==> config.mk <==
export PLATFORM = sky130hd
export DESIGN_NAME = clock_with_seven_segment_scan_flat
export DESIGN_NICKNAME = d
export VERILOG_FILES = /design/src/design/cwss_pkg.sv /design/src/design/cwss_if.sv /design/src/design/clock_with_seven_segment_scan.sv /design/src/flat_wrapper.sv
export SDC_FILE = /design/constraint.sdc
export NUM_CORES = 1
export LEC_CHECK = 0
export BUFFER_PORTS_ARGS = -buffer_cell sky130_fd_sc_hd__buf_4
export CAP_MARGIN = 15
export CORE_ASPECT_RATIO = 2
export CORE_MARGIN = 3
export CORE_UTILIZATION = 47
export CTS_BUF_LIST = sky130_fd_sc_hd__clkbuf_4 sky130_fd_sc_hd__clkbuf_8
export DETAILED_ROUTE_END_ITERATION = 12
export HOLD_SLACK_MARGIN = 0.1
export MAX_ROUTING_LAYER = met4
export PLACE_DENSITY = 0.67
export SLEW_MARGIN = 5
export SYNTH_ARGS = -nofsm -noshare
export SYNTH_HDL_FRONTEND = slang
export SYNTH_SLANG_ARGS = --single-unit
==> constraint.sdc <==
create_clock -name clk -period 3.55 [get_ports clk]
set_clock_uncertainty 0.2 [all_clocks]
set_input_delay 0.1775 -clock clk [delete_from_list [all_inputs] [get_ports clk]]
set_output_delay 0.1775 -clock clk [all_outputs]
set_load 0.02 [all_outputs]
==> src/design/cwss_pkg.sv <==
package cwss_pkg;

	localparam int NUM_DIGITS = 8;
	localparam int DIGIT_W    = $clog2(NUM_DIGITS);

	typedef logic [4:0]         hours_t;
	typedef logic [5:0]         sixty_t;
	typedef logic [1:0]         mode_t;
	typedef logic [1:0]         key_t;
	typedef logic [DIGIT_W-1:0] digit_t;
	typedef logic [15:0]        rate_t;

	localparam logic CMD_TICK = 1'b0;
	localparam logic CMD_KEY  = 1'b1;

	localparam mode_t MODE_RUN      = 2'd0;
	localparam mode_t MODE_SET_MIN  = 2'd1;
	localparam mode_t MODE_SET_HOUR = 2'd2;

	localparam key_t KEY_NONE = 2'd0;
	localparam key_t KEY_MODE = 2'd1;
	localparam key_t KEY_INC  = 2'd2;

	localparam hours_t LAST_HOUR = 5'd23;
	localparam sixty_t LAST_MIN  = 6'd59;

	localparam logic [7:0] DASH_CODE  = 8'h40;
	localparam logic [7:0] BLANK_CODE = 8'h00;
	localparam rate_t      TPS_RESET  = 16'd1000;

	// register map
	localparam logic REG_TPS = 1'b0;

	localparam logic [7:0] FONT [10] = '{
		8'h3f, 8'h06, 8'h5b, 8'h4f, 8'h66, 8'h6d, 8'h7d, 8'h07, 8'h7f, 8'h6f
	};

	typedef struct packed {
		logic [3:0] tens;
		logic [3:0] ones;
	} bcd_t;

	// values are below 64; a compare chain stands in for the divide by ten
	function automatic bcd_t split_bcd(input sixty_t v);
		bcd_t   r;
		sixty_t base;
		if (v >= 6'd60) begin
			r.tens = 4'd6; base = 6'd60;
		end else if (v >= 6'd50) begin
			r.tens = 4'd5; base = 6'd50;
		end else if (v >= 6'd40) begin
			r.tens = 4'd4; base = 6'd40;
		end else if (v >= 6'd30) begin
			r.tens = 4'd3; base = 6'd30;
		end else if (v >= 6'd20) begin
			r.tens = 4'd2; base = 6'd20;
		end else if (v >= 6'd10) begin
			r.tens = 4'd1; base = 6'd10;
		end else begin
			r.tens = 4'd0; base = 6'd0;
		end
		r.ones = 4'(v - base);
		return r;
	endfunction

	function automatic logic [7:0] glyph(input logic [3:0] d);
		return (d < 4'd10) ? FONT[d] : BLANK_CODE;
	endfunction

endpackage

==> src/design/cwss_if.sv <==
interface cwss_sample_if import cwss_pkg::*; ();
	logic valid;
	logic ready;
	logic cmd;
	logic key1_level;
	logic key2_level;

	modport source (output valid, cmd, key1_level, key2_level, input ready);
	modport sink   (input valid, cmd, key1_level, key2_level, output ready);
endinterface

interface cwss_display_if import cwss_pkg::*; ();
	logic       valid;
	logic       ready;
	logic [7:0] segment_pattern;
	logic [7:0] digit_select_n;
	hours_t     hours_now;
	sixty_t     minutes_now;
	sixty_t     seconds_now;
	mode_t      mode_now;

	modport source (output valid, segment_pattern, digit_select_n, hours_now, minutes_now,
		seconds_now, mode_now, input ready);
	modport sink   (input valid, segment_pattern, digit_select_n, hours_now, minutes_now,
		seconds_now, mode_now, output ready);
endinterface

==> src/design/clock_with_seven_segment_scan.sv <==
// An item is registered in the input register on acceptance, and a tick's result is then
// registered in the result register once that register is free, from where it is offered.
// Key samples give no result.
// Throughput: one item per cycle, set by the single time/scan update stage, unless a tick
// waits on a full result register; the input register frees once that register can take it.
// Reset: arst_n clears time, mode, key history, prescaler and scan position at once and
// loads ticks_per_second with 1000; both handshake stages come up empty.
module clock_with_seven_segment_scan import cwss_pkg::*; (
	input  logic                   clk,
	input  logic                   arst_n,
	cwss_sample_if.sink            sample,
	cwss_display_if.source         display,
	input  logic                   psel,
	input  logic                   penable,
	input  logic                   pwrite,
	input  logic [0:0]             paddr,
	input  logic [31:0]            pwdata,
	output logic [31:0]            prdata,
	output logic                   pready
);

	// configuration
	rate_t tps_q;

	assign pready = 1'b1;
	assign prdata = (paddr[0] == REG_TPS) ? {16'd0, tps_q} : 32'd0;

	always_ff @(posedge clk or negedge arst_n) begin
		if (!arst_n) begin
			tps_q <= TPS_RESET;
		end else if (psel && penable && pwrite && pready && paddr[0] == REG_TPS) begin
			tps_q <= pwdata[15:0];
		end
	end

	// input register
	logic valid_s1;
	logic cmd_s1;
	logic key1_s1;
	logic key2_s1;
	logic out_free;
	logic advance;

	assign out_free     = !display.valid || display.ready;
	assign advance      = valid_s1 && (cmd_s1 == CMD_KEY || out_free);
	assign sample.ready = !valid_s1 || advance;

	always_ff @(posedge clk or negedge arst_n) begin
		if (!arst_n) begin
			valid_s1 <= 1'b0;
		end else if (sample.ready) begin
			valid_s1 <= sample.valid;
		end
	end

	always_ff @(posedge clk) begin
		if (sample.ready && sample.valid) begin
			cmd_s1  <= sample.cmd;
			key1_s1 <= sample.key1_level;
			key2_s1 <= sample.key2_level;
		end
	end

	// clock state
	rate_t  tick_count_q;
	sixty_t seconds_q;
	sixty_t minutes_q;
	hours_t hours_q;
	mode_t  mode_q;
	key_t   prev_key_q;
	digit_t digit_q;

	rate_t      tick_count_d;
	sixty_t     seconds_d;
	sixty_t     minutes_d;
	hours_t     hours_d;
	mode_t      mode_d;
	key_t       prev_key_d;
	digit_t     digit_d;
	key_t       key_now;
	key_t       key_edge;
	logic [16:0] tick_next;
	logic       show_h;
	logic       show_m;
	logic       show_s;
	bcd_t       h_bcd;
	bcd_t       m_bcd;
	bcd_t       s_bcd;
	logic [7:0] pattern;

	assign h_bcd = split_bcd({1'b0, hours_q});
	assign m_bcd = split_bcd(minutes_q);
	assign s_bcd = split_bcd(seconds_q);

	assign show_h = (mode_q == MODE_RUN) || (mode_q == MODE_SET_HOUR);
	assign show_m = (mode_q == MODE_RUN) || (mode_q == MODE_SET_MIN);
	assign show_s = (mode_q == MODE_RUN);

	// layout: H H - M M - S S
	always_comb begin
		case (digit_q)
			3'd0:    pattern = show_h ? glyph(h_bcd.tens) : BLANK_CODE;
			3'd1:    pattern = show_h ? glyph(h_bcd.ones) : BLANK_CODE;
			3'd2:    pattern = show_s ? DASH_CODE : BLANK_CODE;
			3'd3:    pattern = show_m ? glyph(m_bcd.tens) : BLANK_CODE;
			3'd4:    pattern = show_m ? glyph(m_bcd.ones) : BLANK_CODE;
			3'd5:    pattern = show_s ? DASH_CODE : BLANK_CODE;
			3'd6:    pattern = show_s ? glyph(s_bcd.tens) : BLANK_CODE;
			3'd7:    pattern = show_s ? glyph(s_bcd.ones) : BLANK_CODE;
			default: pattern = BLANK_CODE;
		endcase
	end

	// key 2 wins when both are held
	assign key_now  = !key2_s1 ? KEY_INC : (!key1_s1 ? KEY_MODE : KEY_NONE);
	assign key_edge = key_now & ~prev_key_q;
	assign tick_next = {1'b0, tick_count_q} + 17'd1;

	always_comb begin
		tick_count_d = tick_count_q;
		seconds_d    = seconds_q;
		minutes_d    = minutes_q;
		hours_d      = hours_q;
		mode_d       = mode_q;
		prev_key_d   = prev_key_q;
		digit_d      = digit_q;
		if (cmd_s1 == CMD_KEY) begin
			prev_key_d = key_now;
			if (key_edge == KEY_MODE) begin
				mode_d = (mode_q >= MODE_SET_HOUR) ? MODE_RUN : mode_t'(mode_q + 2'd1);
			end else if (key_edge == KEY_INC) begin
				if (mode_q == MODE_SET_MIN) begin
					minutes_d = (minutes_q >= LAST_MIN) ? 6'd0 : sixty_t'(minutes_q + 6'd1);
				end else if (mode_q == MODE_SET_HOUR) begin
					hours_d = (hours_q >= LAST_HOUR) ? 5'd0 : hours_t'(hours_q + 5'd1);
				end
			end
		end else begin
			digit_d = digit_t'(digit_q + 3'd1);
			if (tick_next >= {1'b0, tps_q}) begin
				tick_count_d = '0;
				if (mode_q == MODE_RUN) begin
					if (seconds_q >= LAST_MIN) begin
						seconds_d = '0;
						if (minutes_q >= LAST_MIN) begin
							minutes_d = '0;
							hours_d   = (hours_q >= LAST_HOUR) ? 5'd0 : hours_t'(hours_q + 5'd1);
						end else begin
							minutes_d = sixty_t'(minutes_q + 6'd1);
						end
					end else begin
						seconds_d = sixty_t'(seconds_q + 6'd1);
					end
				end
			end else begin
				tick_count_d = tick_next[15:0];
			end
		end
	end

	always_ff @(posedge clk or negedge arst_n) begin
		if (!arst_n) begin
			tick_count_q <= '0;
			seconds_q    <= '0;
			minutes_q    <= '0;
			hours_q      <= '0;
			mode_q       <= MODE_RUN;
			prev_key_q   <= KEY_NONE;
			digit_q      <= '0;
		end else if (advance) begin
			tick_count_q <= tick_count_d;
			seconds_q    <= seconds_d;
			minutes_q    <= minutes_d;
			hours_q      <= hours_d;
			mode_q       <= mode_d;
			prev_key_q   <= prev_key_d;
			digit_q      <= digit_d;
		end
	end

	// result register
	logic emit;
	assign emit = advance && cmd_s1 == CMD_TICK;

	always_ff @(posedge clk or negedge arst_n) begin
		if (!arst_n) begin
			display.valid <= 1'b0;
		end else if (out_free) begin
			display.valid <= emit;
		end
	end

	always_ff @(posedge clk) begin
		if (emit) begin
			display.segment_pattern <= pattern;
			display.digit_select_n  <= ~(8'h01 << digit_q);
			display.hours_now       <= hours_d;
			display.minutes_now     <= minutes_d;
			display.seconds_now     <= seconds_d;
			display.mode_now        <= mode_d;
		end
	end

`ifndef SYNTHESIS
	a_time_range: assert property (@(posedge clk) disable iff (!arst_n)
		hours_q <= LAST_HOUR && minutes_q <= LAST_MIN && seconds_q <= LAST_MIN)
		else $error("time value out of range");

	a_one_digit: assert property (@(posedge clk) disable iff (!arst_n)
		display.valid |-> $onehot(~display.digit_select_n))
		else $error("digit select not one-hot");

	a_key_silent: assert property (@(posedge clk) disable iff (!arst_n)
		valid_s1 && cmd_s1 == CMD_KEY |=> display.valid == $past(display.valid && !display.ready))
		else $error("key sample produced a display item");

	a_scan_step: assert property (@(posedge clk) disable iff (!arst_n)
		emit |=> digit_q == digit_t'($past(digit_q) + 3'd1))
		else $error("scan position did not step");
`endif

endmodule
==> src/flat_wrapper.sv <==
// flat-port wrapper written by rule: the top's interface ports become plain ports
module clock_with_seven_segment_scan_flat import cwss_pkg::*;
  (clk, arst_n, psel, penable, pwrite, paddr, pwdata, prdata, pready, sample_valid, sample_cmd, sample_key1_level, sample_key2_level, sample_ready, display_valid, display_segment_pattern, display_digit_select_n, display_hours_now, display_minutes_now, display_seconds_now, display_mode_now, display_ready);
  cwss_sample_if sample_i ();
  cwss_display_if display_i ();
  input  logic clk;
  input  logic arst_n;
  input  logic psel;
  input  logic penable;
  input  logic pwrite;
  input  logic [0:0] paddr;
  input  logic [31:0] pwdata;
  output logic [31:0] prdata;
  output logic pready;
  input wire logic [$bits(sample_i.valid)-1:0] sample_valid;
  input wire logic [$bits(sample_i.cmd)-1:0] sample_cmd;
  input wire logic [$bits(sample_i.key1_level)-1:0] sample_key1_level;
  input wire logic [$bits(sample_i.key2_level)-1:0] sample_key2_level;
  output wire logic [$bits(sample_i.ready)-1:0] sample_ready;
  output wire logic [$bits(display_i.valid)-1:0] display_valid;
  output wire logic [$bits(display_i.segment_pattern)-1:0] display_segment_pattern;
  output wire logic [$bits(display_i.digit_select_n)-1:0] display_digit_select_n;
  output wire logic [$bits(display_i.hours_now)-1:0] display_hours_now;
  output wire logic [$bits(display_i.minutes_now)-1:0] display_minutes_now;
  output wire logic [$bits(display_i.seconds_now)-1:0] display_seconds_now;
  output wire logic [$bits(display_i.mode_now)-1:0] display_mode_now;
  input wire logic [$bits(display_i.ready)-1:0] display_ready;
  assign sample_i.valid = sample_valid;
  assign sample_i.cmd = sample_cmd;
  assign sample_i.key1_level = sample_key1_level;
  assign sample_i.key2_level = sample_key2_level;
  assign sample_ready = sample_i.ready;
  assign display_valid = display_i.valid;
  assign display_segment_pattern = display_i.segment_pattern;
  assign display_digit_select_n = display_i.digit_select_n;
  assign display_hours_now = display_i.hours_now;
  assign display_minutes_now = display_i.minutes_now;
  assign display_seconds_now = display_i.seconds_now;
  assign display_mode_now = display_i.mode_now;
  assign display_i.ready = display_ready;
  clock_with_seven_segment_scan u_core (.clk(clk), .arst_n(arst_n), .sample(sample_i), .display(display_i), .psel(psel), .penable(penable), .pwrite(pwrite), .paddr(paddr), .pwdata(pwdata), .prdata(prdata), .pready(pready));
endmodule
==> metrics, run 1 <==
max cap viols 0; largest net degree at the start of global routing 59; Post-Route WL 19,300 um; antenna violations before repair 0; Max Clk Rate 266 MHz; Most Crowded Layer GR met2; FP Rows 61; pwr/cell area 504 nW/um^2; Starting Density 0.486; DRT antenna net count 0; Core Box Area 14,100 um^2; Synthesis Warnings 0; GP Congestion 0.955; CTS root buf clkbuf_8; commonest non-fill, non-tap cells in the layout buf_4 (147), nand2_1 (69), nor2_1 (62), ha_1 (61), inv_1 (51); vias in the first global route 6,490; failing checks negative setup slack; Sink Count 95; Least-Margin Pin Slew 878 ps; Slew headroom 0.412; top cell family by delay on the critical path simple AND/OR/NAND/NOR gates; Design Area, Final 8830 um^2; First-pass DRT Iterations 5; RSZ-0062 raised after global routing yes; placed cell area 7920 um^2; Via density 5.65; Setup WS post-layout -206 ps; Fill cells 1,198; cells along the critical path and4_4 -> and2_4 -> nand4_1 -> buf_4 -> xnor2_1 -> ha_1 -> nand4_1 -> or4_4 -> o311ai_4 -> buf_4 -> buf_6 -> o21ai_4 -> buf_6 -> mux2_2; HP Class primary input to async pin; Tmin final 3760 ps; CP endpoint kind register; final hold violation count 0; crit-path max FO 6; clock transition at the register clock pins on the worst setup and hold paths after CTS 110 ps; Crit Path Class register to register; Clock Latency Late Sink 390 ps; met2 usage 0.461; final setup vio count 40; die height 177 um; Cell variety after synth 79; total track usage 0.241; GRT overflow 0; Ports 113; Syn-to-layout area delta 28.5%; Remaining DRCs 0; critical path arrival 3710 ps; peak supply drop 0.300 mV; CTS tree done; status complete, but fails checks; Max H-tree Level 3; final slew viol count 0; slowest stage delay, CP 610 ps; chip width 91.5 um; Slowest-stage cell, CP or4_4; most common cell after layout, fill and taps aside buf_4; met1 Usage GRT 0.216; worst path bufs/invs 4; PortBufs 78; leakage 4.01 nW; Synth Cell Area 6870 um^2; number of synthesized flops with an enable pin 37; global-route wire length before repair 30,400 um; layout cells sized above 1 0.303; 1st-iter DRT viols 342; largest buffer count on any clock path 2; Post-Synthesis Cells 747; part of the Yosys area used for sequential elements 0.374; DIE AREA 16,200 um^2; Tot Pwr 0.00445 W; Period Utilization, post-route 1.06; top_reg_cell synth dfrtp_1; Diodes inserted 0; Net count, final 1,010; Vias 6,194; Finished Core Util 0.625; M3 GR Usage 0.0319; fraction of registers with async set/reset 0.611; drt wl/cell 17.6 um; CP Data Required Time 3510 ps; Detail Placement HPWL 14,100 um; CTS Buf Count 9; startpoint class of the critical path register; post-synthesis register bit count 95; syn avg cell area 9.19 um^2
==> metal layers <==
layer	part of all wire	wire length, um
met2	0.57	10900
met4	0.054	1040
met3	0.034	665
met1	0.34	6630
met5	0	0
==> registers in the layout (all words and copies together) (netlist names), 3 cells and up <==
name,flops
u_core.tick_count_q,16
u_core.tps_q,16
u_core.display.hours_now,5
u_core.hours_q,5
u_core.display.minutes_now,6
u_core.minutes_q,6
u_core.digit_q,3
u_core.seconds_q,6
u_core.display.segment_pattern,7
u_core.display.seconds_now,6
u_core.display.digit_select_n,8
==> cell usage after synthesis (14+ instances only) <==
| cell type | count | area, um^2 |
|---|---|---|
| nand2b_1 | 14 | 87.6 |
| edfxtp_1 | 37 | 1110 |
| nor2_1 | 67 | 251 |
| xnor2_1 | 15 | 131 |
| dfrtp_1 | 52 | 1300 |
| nand3_1 | 20 | 100 |
| o21ai_0 | 57 | 285 |
| ha_1 | 62 | 776 |
| clkbuf_1 | 28 | 105 |
| buf_4 | 18 | 135 |
| mux2_2 | 33 | 372 |
| a21oi_1 | 35 | 175 |
| nand2_1 | 72 | 270 |
| o31ai_1 | 15 | 113 |
| inv_1 | 52 | 195 |
==> timing repair <==
action                                 4_1_cts  5_1_grt
buffers inserted                             8       14
gates resized for setup                     35       63
gates cloned                                 2        0
setup endpoints to repair                   49       55
endpoints found under the hold margin       76        0
hold buffers                                23        0
pin swaps                                   10       31
==> logic make-up after synthesis <==
family | synth area share
AND/OR/NAND/NOR | 0.162
adder cells (fa/ha/maj) | 0.123
buffers and inverters | 0.0700
AO/OA/AOI/OAI | 0.181
flip-flops | 0.374
multiplexers | 0.0570
other | 0.00109
XOR/XNOR | 0.0308
==> final cells by class <==
cell class | count | area (um^2) | area share
multi-input combinational | 562 | 4180 | 0.474
clock inverter | 7 | 45.0 | 0.00510
timing repair buffer | 182 | 1470 | 0.167
clock buffer | 9 | 124 | 0.0140
sequential | 95 | 2570 | 0.291
tap | 189 | 236 | 0.0268
inverter | 52 | 195 | 0.0221
==> power by group <==
group	switching, W	internal, W	total [W]
registers	0.000152	0.00138	0.00153
clock network	0.000429	0.000257	0.000686
logic	0.00130	0.000936	0.00223
==> stage by stage <==
step / hold WS [ps] / setup slack [ps] / TNS, ps / instances
global route: 243 / -304 / -9070 / 1096
floorplan: -318 / -21.8 / -219 / 763
CTS: 224 / -194 / -4750 / 1082
finish: 182 / -206 / -4110 / 1096
global placement: 96.9 / -259 / -5590 / 1033
detailed placement: 95.0 / -351 / -10090 / 1033
==> path summary, 6_finish.rpt <==
path / from / end / slack (ps) / depth (start not counted)
max in group asynchronous: arst_n / u_core.mode_q[0] / 2410 / 2
worst min-delay path: arst_n / u_core.seconds_q[3] / 180 / 2
worst min register to register: u_core.prev_key_q[1] / u_core.prev_key_q[1] / 290 / 2
min in group clk: u_core.prev_key_q[1] / u_core.prev_key_q[1] / 290 / 2
worst max-delay path: u_core.tick_count_q[3] / u_core.display.seconds_now[0] / -210 / 14
worst max register to register: u_core.tick_count_q[3] / u_core.display.seconds_now[0] / -210 / 14
Power figures use the tool's default switching activity.
==> inputs of run 2 (changes only) <==
--- a/config.mk
+++ b/config.mk
@@ -7,14 +7,15 @@
 export LEC_CHECK = 0
 export BUFFER_PORTS_ARGS = -buffer_cell sky130_fd_sc_hd__buf_4
 export CAP_MARGIN = 15
+export CELL_PAD_IN_SITES_DETAIL_PLACEMENT = 2
+export CELL_PAD_IN_SITES_GLOBAL_PLACEMENT = 2
 export CORE_ASPECT_RATIO = 2
-export CORE_MARGIN = 3
-export CORE_UTILIZATION = 47
+export CORE_UTILIZATION = 33
 export CTS_BUF_LIST = sky130_fd_sc_hd__clkbuf_4 sky130_fd_sc_hd__clkbuf_8
 export DETAILED_ROUTE_END_ITERATION = 12
 export HOLD_SLACK_MARGIN = 0.1
 export MAX_ROUTING_LAYER = met4
-export PLACE_DENSITY = 0.67
+export PLACE_DENSITY = 0.76
 export SLEW_MARGIN = 5
 export SYNTH_ARGS = -nofsm -noshare
 export SYNTH_HDL_FRONTEND = slang
==> metrics, run 2 (synthesis gave the netlist of run 1 again) <==
Clock Latency Late Sink 410 ps; pwr/cell area 545 nW/um^2; DIE AREA 21,400 um^2; global-route wire length before repair 43,500 um; GRT overflow 0; CTS Buf Count 9; antenna violations before repair 0; drt wl/cell 24.7 um; Fill cells 2,177; Max H-tree Level 3; Crit Path Class register to register; pre-CTS WS -351 ps; GP Congestion 0.837; chip width 104 um; final slew viol count 0; HP Class primary input to async pin; Sink Count 95; placed cell area 8170 um^2; leakage 4.21 nW; FP Rows 74; reg2reg path depth 14; uppermost layer routed met4; commonest non-fill, non-tap cells in the layout buf_4 (164), nand2_1 (69), nor2_1 (62), ha_1 (60), dfrtp_1 (50); CTS tree done; CP endpoint kind register; Starting Density 0.337; Tot Pwr 0.00513 W; multi-input logic area 4360 um^2; crit-path max FO 5; failing checks negative setup slack; most common cell after layout, fill and taps aside buf_4; CP Data Required Time 3500 ps; Setup WS post-layout -512 ps; status complete, but fails checks; placed cells 1,127; 1st-iter DRT viols 268; Detail Placement HPWL 18,600 um; largest net degree at the start of global routing 59; largest registers u_core.tick_count_q x16, u_core.tps_q x16, u_core.display.digit_select_n x8; die height 206 um; final hold violation count 0; Least-Margin Pin Slew 933 ps; Syn-to-layout area delta 37.3%; Post-Route WL 29,600 um; Max Clk Rate 246 MHz; Sequential cell area 2570 um^2; CTS root buf clkbuf_8; total track usage 0.277; final setup vio count 52; Period Utilization, post-route 1.14; Remaining DRCs 0; startpoint class of the critical path register; Design Area, Final 9430 um^2; PortBufs 78; clock transition at the register clock pins on the worst setup and hold paths after CTS 120 ps; Diodes inserted 0; Vias 6,683; Net count, final 1,037; layout cells sized above 1 0.354; DRT antenna net count 0; Slew headroom 0.375; Core Box Area 20,400 um^2; Ports 113; max cap viols 0; First-pass DRT Iterations 4; Via density 5.57; vias in the first global route 7,720; Non-Filler Instances 1,200; RSZ-0062 raised after global routing yes; met3 WL 775 um; Metal-1 WL 9490 um; critical path arrival 4010 ps; peak supply drop 0.236 mV; Tmin final 4060 ps; wire length on met2 17,300 um; largest buffer count on any clock path 2
run 2: metrics by stage:
step           hold WS [ps]   util  setup TNS, ps
2_1_floorplan          -318      -           -219
3_3_place_gp            106  0.401          -4330
3_5_place_dp            122  0.401          -8490
4_1_cts                 222  0.447          -3780
5_1_grt                 244  0.463         -20910
6_report                185  0.463         -17710
run 2: power breakdown:
group / internal, W / switching [W]
Clock: 0.000471 / 0.000454
Combinational: 0.00106 / 0.00158
Sequential: 0.00138 / 0.000180
run 2: layout make-up:
cell class              count  share of cell area
flip-flops and latches     95               0.273
inverters                  52              0.0207
multi-input cells         563               0.463
repair buffers            208               0.182
clock inverters             7              0.0126
well taps                 266              0.0353
clock buffers               9              0.0131
run 2: final timing paths:
check	start	to	slack (ps)
min reg2reg	u_core.tps_q[1]	u_core.tps_q[1]	320
max	u_core.tick_count_q[1]	u_core.display.hours_now[4]	-510
max in group asynchronous	arst_n	u_core.minutes_q[4]	2340
max reg2reg	u_core.tick_count_q[1]	u_core.display.hours_now[4]	-510
min in group clk	sample_key1_level	u_core.key1_s1	290
min	arst_n	u_core.tick_count_q[6]	190
run 2: routing by layer:
metal  vias to the layer above  global-route usage
met5                         -                   -
met4                         0               0.196
met3                       108              0.0350
met2                       215               0.554
met1                      3393               0.229
li1                       2967                   -
run 2: repair_timing:
item	in CTS	in global routing
buffers inserted	16	20
resized for setup	94	57
pin swaps	33	23
endpoints found under the setup margin	53	56
hold endpoints to repair	77	0
gates cloned	3	0
hold buffers	23	0
run 2: worst max-delay path: stages (launching register included):
cell,delay (ps)
dfrtp_1,410
ha_2,210
and3_1,220
and3_4,250
nand2_4,80
nor2_4,110
xor2_1,80
ha_1,340
nand3_2,120
or4_4,590
o311ai_4,380
buf_6,180
o211ai_4,110
nand2_4,160
mux2_4,320
